### config.mk
export PLATFORM = sky130hd
export DESIGN_NAME = pht_queue
export DESIGN_NICKNAME = d
export VERILOG_FILES = /design/src/rtl/pht_pkg.sv /design/src/rtl/pht_queue.sv
export SDC_FILE = /design/constraint.sdc
export NUM_CORES = 1
export LEC_CHECK = 0
export ABC_CLOCK_PERIOD_IN_PS = 4000
export BUFFER_PORTS_ARGS = -buffer_cell sky130_fd_sc_hd__buf_2
export CAP_MARGIN = 10
export CORE_UTILIZATION = 50
export CTS_CLUSTER_DIAMETER = 80
export DETAILED_ROUTE_END_ITERATION = 10
export PLACE_DENSITY = 0.76
export SYNTH_ARGS = -nofsm -noshare
export SYNTH_HDL_FRONTEND = slang
export SYNTH_SLANG_ARGS = --single-unit
### constraint.sdc
create_clock -name clock -period 4 [get_ports clock]
set_input_delay 0.8 -clock clock [delete_from_list [all_inputs] [get_ports clock]]
set_output_delay 0.8 -clock clock [all_outputs]
set_load 0.005 [all_outputs]
### src/rtl/pht_pkg.sv
// Shared types, codes and constants of the page hotness tracker.
package pht_pkg;

   localparam int PAGES_DEF      = 4096;
   localparam int COUNT_BITS_DEF = 16;
   localparam int PN_W           = 12;
   localparam int OP_W           = 3;
   localparam int LIM_W          = 16;
   localparam int CNT_OUT_W      = 16;
   localparam int STAMP_W        = 32;
   localparam int CSR_IDX_W      = 2;

   localparam logic [OP_W-1:0] OPC_REGISTER = 3'd0;
   localparam logic [OP_W-1:0] OPC_READ     = 3'd1;
   localparam logic [OP_W-1:0] OPC_WRITE    = 3'd2;
   localparam logic [OP_W-1:0] OPC_HOT_POP  = 3'd3;
   localparam logic [OP_W-1:0] OPC_COLD_POP = 3'd4;

   localparam logic [1:0] PUSH_NONE = 2'd0;
   localparam logic [1:0] PUSH_HOT  = 2'd1;
   localparam logic [1:0] PUSH_COLD = 2'd2;

   localparam logic [1:0] ST_OK        = 2'd0;
   localparam logic [1:0] ST_UNTRACKED = 2'd1;
   localparam logic [1:0] ST_DUPLICATE = 2'd2;

   localparam logic [CSR_IDX_W-1:0] CSR_HOT_READ  = 2'd0;
   localparam logic [CSR_IDX_W-1:0] CSR_HOT_WRITE = 2'd1;
   localparam logic [CSR_IDX_W-1:0] CSR_COOLING   = 2'd2;

   typedef enum logic [2:0] {
      KIND_REGISTER,
      KIND_READ,
      KIND_WRITE,
      KIND_HOT_POP,
      KIND_COLD_POP,
      KIND_NONE
   } op_kind_type;

   typedef struct packed {
      op_kind_type     kind;
      logic            in_range;
      logic [PN_W-1:0] page;
   } work_item_type;

   typedef struct packed {
      logic full;
      logic empty;
   } queue_status_type;

   typedef struct packed {
      logic [LIM_W-1:0] hot_read_limit;
      logic [LIM_W-1:0] hot_write_limit;
      logic [LIM_W-1:0] cooling_limit;
   } limits_type;

   typedef enum logic [1:0] {
      BACK_CLEAR,
      BACK_IDLE,
      BACK_EXEC
   } back_state_type;

endpackage

### src/rtl/pht_queue.sv
// Two-entry queue between the request front end and the table back end.
module pht_queue (
   input  logic                      clock,
   input  logic                      reset,
   input  logic                      push,
   input  pht_pkg::work_item_type    push_item,
   input  logic                      pop,
   output pht_pkg::work_item_type    pop_item,
   output pht_pkg::queue_status_type status
);

   pht_pkg::work_item_type slot_ff [2];
   logic       wr_ptr_ff, wr_ptr_in;
   logic       rd_ptr_ff, rd_ptr_in;
   logic [1:0] count_ff, count_in;

   always_comb begin
      wr_ptr_in = push ? ~wr_ptr_ff : wr_ptr_ff;
      rd_ptr_in = pop ? ~rd_ptr_ff : rd_ptr_ff;
      count_in  = count_ff + 2'(push) - 2'(pop);
   end

   always_ff @(posedge clock) begin
      if (reset) begin
         wr_ptr_ff <= 1'b0;
         rd_ptr_ff <= 1'b0;
         count_ff  <= 2'd0;
      end else begin
         wr_ptr_ff <= wr_ptr_in;
         rd_ptr_ff <= rd_ptr_in;
         count_ff  <= count_in;
      end
   end

   always_ff @(posedge clock) begin
      if (push) begin
         slot_ff[wr_ptr_ff] <= push_item;
      end
   end

   assign pop_item     = slot_ff[rd_ptr_ff];
   assign status.full  = count_ff == 2'd2;
   assign status.empty = count_ff == 2'd0;

endmodule

Yosys cells after proc, flatten, opt, wreduce, memory -nomap -nowiden
Memories as Yosys holds them, arrays and structs flattened. A register that Yosys moved wholly into a read port is not among the register bits. Cells that the tools add are included.

Register bits after elaboration: 4. RAM bits: 32. Bits of input ports: 20. Output and inout bits: 18. Memories kept: 1.

Memory list: slot_ff (depth 2, bits a word 16, rd ports 1, clocked after memory_dff 1, write ports 1, RTL line pht_queue.sv:12) `pht_pkg::work_item_type slot_ff [2];`.

Add/sub/neg operators: 2. Equal/unequal tests: 1. Muxes and demuxes: 4. Bitwise gates (word level): 2. Reductions and logical operators: 1.

Operators with widths (number): two-way mux 1 bit (4); adder 2 x 1 -> 2 bit (1); equality test 2 bit (second input constant) (1); zero test 2 bit (1); inverter 1 bit (2); subtractor 2 x 1 -> 2 bit (1).

Longest topological paths before layout
Gate-level depths: netlist (run 1).

Depth after elaboration: 3. Depth in mapped cells: 6. Gate-level depth less buffers: 6.

Least setup slack after synthesis (run 1)
No wires, ideal clock.

Kind: input port to flip-flop. From: input push. To: memory slot_ff[0][0] (netlist bit), enable pin. Setup time: 390 ps. Arrival time: 1564 ps. Required time: 3610 ps. Path slack: 2045 ps. Stages on the path: 1. Buffers on the path: 0. Cells stage by stage: nor2b_1.

Cells in the longest elaborated chain, start to end: 2.

RTL lines: start: declaration (RTL line pht_queue.sv:5) `input logic push,`; two-way mux 1 bit (RTL line pht_queue.sv:36) `if (push) begin`; two-way mux 1 bit (not written as such) (RTL line pht_queue.sv:37) `slot_ff[wr_ptr_ff] <= push_item;`; end: declaration (RTL line pht_queue.sv:12).

Every way passes these cells.

==> flow_summary_export.csv, run 1 <==
group,metric,value,unit
outcome,status,"finished, final reports clean",
cts,cts_tree,"built",
critical_path,crit_chain,"mux2_2, buf_2",
synthesis,synth_area,1430,um^2
critical_path,cpPeakStageDelay,930,ps
synthesis,synthSimpleGateAreaFrac,0.0307,
detailed_routing,ant_nets,0,
die,boundaryPins,38,
synthesis,synthesis.nets,93,
synthesis,synth-seq-cells,37,
cts,ctsHoldBuffers,0,
grt,antenna_found_initial,0,
sta,hold_viol_final,0,
cells_and_area,nNetsFinal,136,
grt,globalRouteTotalUtil,0.151,
grt,grt_busiest_layer,"met2",
grt,grt_max_degree,17,
critical_path,worst_ep_required_time,3200,ps
die,coreArea,2730,um^2
synthesis,synth_cells,71,
synthesis,ys_top_cells_by_area,"edfxtp_1, mux2_4, dfxtp_1",
sta,fin_crit_sh,0.653,
synthesis,synth_compound_area_frac,0,
detailed_routing,drc,0,
critical_path,worst_path_max_delay_cell,"dfxtp_1",
die,dieWidth,55.4,um
sta,rsz0062_at_grt,"false",
die,dieArea,3070,um^2
grt,use_met1,0.162,
synthesis,synth_top_cell_by_area,"edfxtp_1",
cells_and_area,synthToLayoutAreaGrowth,19.9,%
grt,use_met2,0.239,
die,die_height,55.4,um
cells_and_area,drive_gt1_frac,0.539,
synthesis,ys_top_cells_by_count,"edfxtp_1, mux2_4, mux2_2",
synthesis,ys.flop_type,"edfxtp_1",
detailed_routing,vias,722,
grt,grt_use_met3,0.0726,
detailed_routing,avgViaCountPerCell,4.95,
cts,cts_max_path_buffers,2,
synthesis,synth_mux_area_frac,0.153,
sta,tns,0,ps
die,rows,19,
synthesis,ys_warn_count,0,
cts,cts-root-buf,"clkbuf_4",
synthesis,yosysSeqAreaShare,0.744,
grt,grt_pass1_wl,3200,um
critical_path,setup.worst_path.start_class,"flop",
placement,port-buffer-count,37,
cts,post_cts_buffers,0,
synthesis,synth_edf_count,32,
run,cap_violations,0,
synthesis,yosysUniqueCellTypes,13,
pwr,peakVddDrop,351,uV
cts,numCtsBuffers,5,
grt,first_global_vias,705,
critical_path,worst_setup_path_end_kind,"output pin",
sta,min_period,2610,ps
synthesis,syn_area_per_cell,20.1,um^2
critical_path,cp_max_fo,16,
placement,preCtsSetupSlack,1750,ps
hold_path,hold_class,"flop to flop",
cts,path_clk_slew,110,ps
detailed_routing,drt_first_pass_iters,4,
sta,setup_viol,0,
detailed_routing,wire_per_inst,14.3,um
sta,maxSlewViolCount,0,
synthesis,synthAdderAreaFrac,0.0175,
placement,place.gp.congestion,0.637,
sta,setup_slack,1390,ps
placement,post-dp-hpwl,1400,um
detailed_routing,totalWireLength,2090,um
critical_path,arrival,1810,ps
grt,gr-total-overflow,0,
cts,htreeDepth,2,
synthesis,synth_top_area_share,0.674,
sta,fmax,383,MHz
die,start_util,0.522,
synthesis,synth-async-reset-ratio,0,
synthesis,synth_top_family_by_area,"multiplexers",
cells_and_area,diodes,0,
sta,relSlewSlack,0.398,
pwr,powerDensity,484,nW/um^2
sta,fin_skew,15.4,ps
cts,numClockSinks,37,
cts,clkLatencyLatePin,340,ps
synthesis,synthXorXnorAreaFrac,0.0281,
synthesis,synthMostInstantiatedCell,"edfxtp_1",
sta,worst_slew_pin_slew,902,ps
pwr,power.total,0.827,mW
critical_path,path_class,"flop to output pin",
detailed_routing,drt_first_iter_violations,18,
cts,cts-resized-gates,0,
pwr,p_leak,0.691,nW
## state kept, by name, summed over array words and instances, names as in the netlist, named ones only
register	count
count_ff	2
rd_ptr_ff	1
slot_ff	32
wr_ptr_ff	1
## per-layer routing
layer,vias to the layer above,wire length [um]
met1,341,845
li1,349,-
met4,0,49
met3,5,111
met5,-,0
met2,27,1080
## power by group
group          switching (mW)  total, mW  internal [mW]  leakage (nW)
sequential             0.0175      0.466          0.449         0.342
combinational          0.0381      0.102         0.0641         0.308
clock                   0.126      0.259          0.132        0.0414
total                   0.182      0.827          0.645         0.691
## kinds of logic (layout without fill, tap and decap cells)
family        Yosys count  count (layout)
simple gates            9               9
xor+xnor                3               3
flops                  37              37
fa+ha+maj               2               2
mux                    16              16
buf+inv                 4              48
## final timing paths
path | depth (start not counted) | end | slack, ps | from
worst max-delay path | 2 | pop_item[4] | 1390 | flop
worst min-delay path | 2 | rd_ptr_ff$_SDFFE_PP0P_ | 540 | rd_ptr_ff$_SDFFE_PP0P_
worst min register to register | 2 | rd_ptr_ff$_SDFFE_PP0P_ | 540 | rd_ptr_ff$_SDFFE_PP0P_
worst max register to register | 1 | slot_ff[1][14]$_DFFE_PP_ | 2580 | wr_ptr_ff$_SDFFE_PP0P_
## layout make-up
type                            instances  area (um^2)
Clock buffer                            5         37.5
Clock inverter                          3         46.3
Fill cell                             207         1020
Inverter                                2         7.51
Multi-Input combinational cell         30          327
Sequential cell                        37         1060
Tap cell                               31         38.8
Timing Repair Buffer                   38          193
## metrics by stage
stage	hold WS, ps	std cells	cell area (um^2)	util
2_1_floorplan	480	71	1430	-
3_3_place_gp	498	138	1630	0.595
3_5_place_dp	511	138	1630	0.595
4_1_cts	546	146	1710	0.626
5_1_grt	578	146	1710	0.626
6_report	539	146	1710	0.626
## cell usage in the layout (no fill, tap or decap)
cell type / n
and2_1: 1
buf_2: 37
buf_4: 1
bufinv_16: 1
clkbuf_4: 5
clkinv_4: 1
clkinvlp_4: 1
dfxtp_1: 5
edfxtp_1: 32
ha_1: 2
inv_1: 2
mux2_2: 6
mux2_4: 10
nor2_1: 5
nor2b_1: 3
xnor2_1: 2
xnor3_1: 1
## critical path, delay by kind of cell (launching register included)
kind / cells / cell delay (ps)
buf+inv: 1 / 130
flops: 1 / 930
mux: 1 / 420
(Power assumes the default switching activity.)
==> run 2: changes to the inputs <==
ABC_AREA = 1   (was not set)
ABC_CLOCK_PERIOD_IN_PS = 2400   (was 4000)
CORE_UTILIZATION = 46   (was 50)
PLACE_DENSITY = 0.74   (was 0.76)
clock period = 2.4 ns   (was 4 ns; I/O delays follow)
==> flow_summary_export.csv, run 2 <==
group,metric,value,unit
outcome,status,"finished, violations left",
outcome,violations,"design-rule violations",
cts,cts-resized-gates,0,
critical_path,path_class,"flop to output pin",
cts,cts_tree,"built",
synthesis,synthXorXnorAreaFrac,0.00611,
synthesis,ys.flop_type,"edfxtp_1",
synthesis,yosysUniqueCellTypes,14,
cts,post_cts_buffers,0,
synthesis,synth_mux_area_frac,0.152,
critical_path,cp_top_family,"flip-flops",
detailed_routing,ant_nets,0,
placement,preCtsSetupSlack,696,ps
cells_and_area,layout_common_cells,"buf_2, edfxtp_1, mux2_4",
cts,cts-root-buf,"clkbuf_4",
cts,clkLatencyLatePin,330,ps
pwr,powerDensity,821,nW/um^2
cells_and_area,synthToLayoutAreaGrowth,21.6,%
pwr,power.switching,0.281,mW
critical_path,arrival,1580,ps
detailed_routing,drc,3,
cells_and_area,mostFrequentLayoutCell,"buf_2",
pwr,peakVddDrop,528,uV
cells_and_area,top_register,"slot_ff",
sta,fmax,486,MHz
sta,maxSlewViolCount,0,
cells_and_area,drive_gt1_frac,0.500,
synthesis,synth_area,1430,um^2
synthesis,synth_edf_count,32,
critical_path,path_buf_inv,2,
synthesis,synth_top_family_by_area,"multiplexers",
sta,relSlewSlack,0.554,
sta,rsz0062_at_grt,"false",
critical_path,setup.worst_path.start_class,"flop",
detailed_routing,wire_per_inst,12.9,um
detailed_routing,vias,779,
cells_and_area,nNetsFinal,147,
sta,fin_crit_sh,0.857,
synthesis,synthMostInstantiatedCell,"edfxtp_1",
sta,fin_skew,5.37,ps
placement,post-dp-hpwl,1460,um
cts,ctsHoldBuffers,0,
synthesis,synthesis.nets,103,
cells_and_area,largest_registers,"slot_ff x32, count_ff x2",
die,dieWidth,57.8,um
die,die_height,57.8,um
placement,port-buffer-count,37,
synthesis,ys_warn_count,0,
grt,antenna_found_initial,0,
detailed_routing,totalWireLength,2030,um
grt,globalRouteTotalUtil,0.135,
cts,htreeDepth,2,
cts,numClockSinks,37,
die,dieArea,3340,um^2
critical_path,worst_ep_required_time,1920,ps
hold_path,hold_class,"primary input to flop",
synthesis,synth-seq-cells,37,
sta,setup_slack,343,ps
pwr,p_leak,0.737,nW
die,coreArea,2850,um^2
pwr,comb_power_share,0.113,
critical_path,cp_max_fo,10,
synthesis,synth_top_area_share,0.670,
die,rows,19,
cts,path_clk_slew,100,ps
pwr,p_seq_frac,0.528,
cts,cts_max_path_buffers,2,
sta,tns,0,ps
synthesis,yosysSeqAreaShare,0.740,
synthesis,synth-async-reset-ratio,0,
synthesis,synth_cells,81,
die,boundaryPins,38,
pwr,p_sw_frac,0.196,
critical_path,worst_path_max_delay_cell,"dfxtp_1",
synthesis,ys_top_cells_by_count,"edfxtp_1, mux2_4, inv_1, nor2_1, mux2_2",
sta,worst_slew_pin_slew,668,ps
cells_and_area,largest_register_ffs,32,
synthesis,ys_top_cells_by_area,"edfxtp_1, mux2_4, dfxtp_1",
cells_and_area,final_core_util,0.611,
run,cap_violations,0,
critical_path,crit_chain,"buf_4, mux2_4, buf_2",
grt,grt_pass1_wl,3080,um
synthesis,syn_area_per_cell,17.7,um^2
synthesis,synth_top_cell_by_area,"edfxtp_1",
detailed_routing,drt_first_pass_iters,9,
critical_path,cpPeakStageDelay,510,ps
sta,setup_viol,0,
cells_and_area,n_fill_cell,221,
synthesis,synthSimpleGateAreaFrac,0.0384,
grt,grt_max_degree,18,
critical_path,rrSetupSlack,1070,ps
pwr,clkPwrFrac,0.359,
sta,hold_viol_final,0,
sta,min_period,2060,ps
pwr,internal-power,1.15,mW
detailed_routing,drt_first_iter_violations,18,
synthesis,synth_compound_area_frac,0.00349,
detailed_routing,avgViaCountPerCell,4.96,
critical_path,worst_setup_path_end_kind,"output pin",
grt,first_global_vias,706,
cells_and_area,diodes,0,
placement,place.gp.congestion,0.631,
grt,gr-total-overflow,0,
die,start_util,0.503,
synthesis,synthAdderAreaFrac,0.0175,
cts,numCtsBuffers,5,
-- run 2: cells by family (layout without fill, tap and decap cells) --
kind of cell             count (synthesis)  count (layout)
XOR/XNOR                                 1               1
adder cells (fa/ha/maj)                  2               2
AND/OR/NAND/NOR                         14              14
buffers and inverters                   10              55
AO/OA/AOI/OAI                            1               1
multiplexers                            16              16
flip-flops                              37              37
-- run 2: power by group through the flow --
stage	clock, mW	sequential [mW]	combinational [mW]
global placement	0	0.770	0.158
detailed placement	0	0.772	0.165
global route	0.549	0.760	0.180
CTS	0.529	0.757	0.166
finish	0.514	0.756	0.162
floorplan	0	0.765	0.109
-- run 2: layout make-up --
type                            instances  area [um^2]  area share
Timing Repair Buffer                   39          200       0.115
Multi-Input combinational cell         34          312       0.179
Sequential cell                        37         1060       0.608
Tap cell                               31         38.8      0.0222
Clock buffer                            5         37.5      0.0215
Inverter                                8         30.0      0.0172
Clock inverter                          3         65.1      0.0373
-- run 2: path summary, 6_finish.rpt --
check / from / end / cells past startpoint
min reg2reg: rd_ptr_ff$_SDFFE_PP0P_ / rd_ptr_ff$_SDFFE_PP0P_ / 2
min: push_item[4] / slot_ff[0][4]$_DFFE_PP_ / 1
max reg2reg: count_ff[0]$_SDFF_PP0_ / count_ff[1]$_SDFF_PP0_ / 8
max: flop / pop_item[9] / 3
-- run 2: per-stage QoR --
step	hold WS (ps)	std cells	total power [mW]	cell area, um^2
5_1_grt	305	157	1.49	1740
2_1_floorplan	480	81	0.873	1430
3_3_place_gp	501	149	0.928	1640
3_5_place_dp	502	149	0.937	1640
4_1_cts	309	157	1.45	1740
6_report	329	157	1.43	1740
-- run 2: layer usage --
layer,wire length (um),track usage,share of wire
met5,0,0,0
met4,51,0.0816,0.025
met3,164,0.0647,0.081
met2,939,0.209,0.46
met1,874,0.151,0.43
==> run 3: changes to the inputs <==
==> constraint.sdc (replaced) <==
create_clock -name clock -period 2.4 [get_ports clock]
set_input_delay 0.48 -clock clock [delete_from_list [all_inputs] [get_ports clock]]
set_output_delay 0.48 -clock clock [all_outputs]
set_load 0.1 [all_outputs]
==> flow_summary_export.csv, run 3 (synthesized netlist as in run 2, its figures left out) <==
group,metric,value,unit
placement,port-buffer-count,37,
die,dieArea,3340,um^2
cts,numCtsBuffers,5,
sta,setup_viol,0,
sta,fmax,476,MHz
cells_and_area,largest_registers,"slot_ff x32, count_ff x2",
sta,min_period,2100,ps
die,start_util,0.503,
pwr,power.total,1.72,mW
die,rows,19,
critical_path,worst_path_max_delay_cell,"dfxtp_1",
cells_and_area,top_register,"slot_ff",
cts,path_clk_slew,100,ps
placement,post-dp-hpwl,1670,um
pwr,p_seq_frac,0.440,
grt,gr-total-overflow,0,
detailed_routing,drt_first_pass_iters,6,
cells_and_area,synthToLayoutAreaGrowth,37.7,%
cells_and_area,nNetsFinal,148,
grt,first_global_vias,798,
sta,tns,0,ps
grt,globalRouteTotalUtil,0.156,
die,die_height,57.8,um
sta,fin_crit_sh,0.876,
pwr,comb_power_share,0.302,
sta,maxSlewViolCount,0,
pwr,clkPwrFrac,0.258,
outcome,status,"finished, violations left",
sta,rsz0062_at_grt,"false",
cts,cts_tree,"built",
cells_and_area,drive_gt1_frac,0.496,
critical_path,worst_ep_required_time,1920,ps
detailed_routing,drt_first_iter_violations,20,
cells_and_area,largest_register_ffs,32,
pwr,power.switching,0.553,mW
critical_path,setup.worst_path.start_class,"flop",
cells_and_area,mostFrequentLayoutCell,"edfxtp_1",
grt,grt_pass1_wl,3590,um
cts,ctsHoldBuffers,0,
pwr,powerDensity,871,nW/um^2
placement,place.gp.congestion,0.654,
cts,post_cts_buffers,0,
detailed_routing,wire_per_inst,14.4,um
sta,hold_ws,319,ps
critical_path,cpPeakStageDelay,480,ps
cells_and_area,diodes,0,
critical_path,cp_top_family,"flip-flops",
hold_path,hp-start,"push_item[2]",
critical_path,crit_cells,3,
sta,hold_viol_final,0,
critical_path,reg2reg_to,"count_ff[1]$_SDFF_PP0_",
cts,cts-resized-gates,0,
detailed_routing,vias,806,
critical_path,cp_max_fo,10,
pwr,peakVddDrop,584,uV
critical_path,rr_worst_depth,8,
die,coreArea,2850,um^2
critical_path,reg2reg_from,"count_ff[0]$_SDFF_PP0_",
detailed_routing,avgViaCountPerCell,5.10,
die,dieWidth,57.8,um
hold_path,hold_class,"primary input to flop",
pwr,internal-power,1.17,mW
cts,clkLatencyLatePin,340,ps
cts,htreeDepth,2,
cts,cts_max_path_buffers,2,
critical_path,worst_setup_path_end_kind,"output pin",
grt,antenna_found_initial,0,
cts,numClockSinks,37,
die,boundaryPins,38,
pwr,p_sw_frac,0.321,
detailed_routing,totalWireLength,2280,um
detailed_routing,drc,3,
hold_path,worstHoldPathCells,1,
pwr,p_leak,0.820,nW
hold_path,min_to,"slot_ff[1][2]$_DFFE_PP_",
run,cap_violations,0,
critical_path,path_buf_inv,2,
critical_path,rrSetupSlack,1080,ps
sta,fin_skew,6.73,ps
grt,grt_max_degree,18,
cells_and_area,layout_common_cells,"edfxtp_1, buf_2, buf_12",
sta,relSlewSlack,0.561,
sta,worst_slew_pin_slew,658,ps
critical_path,crit_chain,"buf_4, mux2_4, buf_12",
cts,cts-root-buf,"clkbuf_4",
critical_path,path_class,"flop to output pin",
outcome,violations,"design-rule violations",
detailed_routing,ant_nets,0,
critical_path,arrival,1620,ps
[run 3: how the worst max path moves through the flow]
stage	to	slack [ps]
finish	pop_item[9]	300
global route	pop_item[9]	220
CTS	pop_item[9]	260
detailed placement	pop_item[9]	640
global placement	pop_item[9]	670
floorplan	status[1]	290
[run 3: layer usage]
layer	wire length, um	share of wire	global-route usage	vias up
met1	861	0.38	0.151	392
li1	-	-	-	378
met4	48	0.021	0.0816	0
met3	185	0.081	0.0804	6
met2	1190	0.52	0.268	30
met5	0	0	0	-
[run 3: area by class of cell]
class                   instances  area, um^2
repair buffers                 40         448
well taps                      31        38.8
inverters                       8        30.0
clock inverters                 1        30.0
multi-input cells              34         312
clock buffers                   7        55.1
flip-flops and latches         37        1060
fillers                       208         878
[run 3: power groups by stage]
stage                     clock (mW)  combinational [mW]  sequential, mW
after global routing           0.478               0.537           0.761
after detailed placement           0               0.522           0.772
final                          0.445               0.519           0.757
after global placement             0               0.513           0.769
after floorplan                    0               0.363           0.765
after CTS                      0.454               0.523           0.757
[run 3: metrics by stage]
step	cell area (um^2)	setup slack (ps)	instances	utilization
after floorplan	1430	289	81	-
final	1970	299	158	0.692
after global placement	1890	673	150	0.662
after detailed placement	1890	645	150	0.662
after CTS	1970	258	158	0.692
after global routing	1970	220	158	0.692
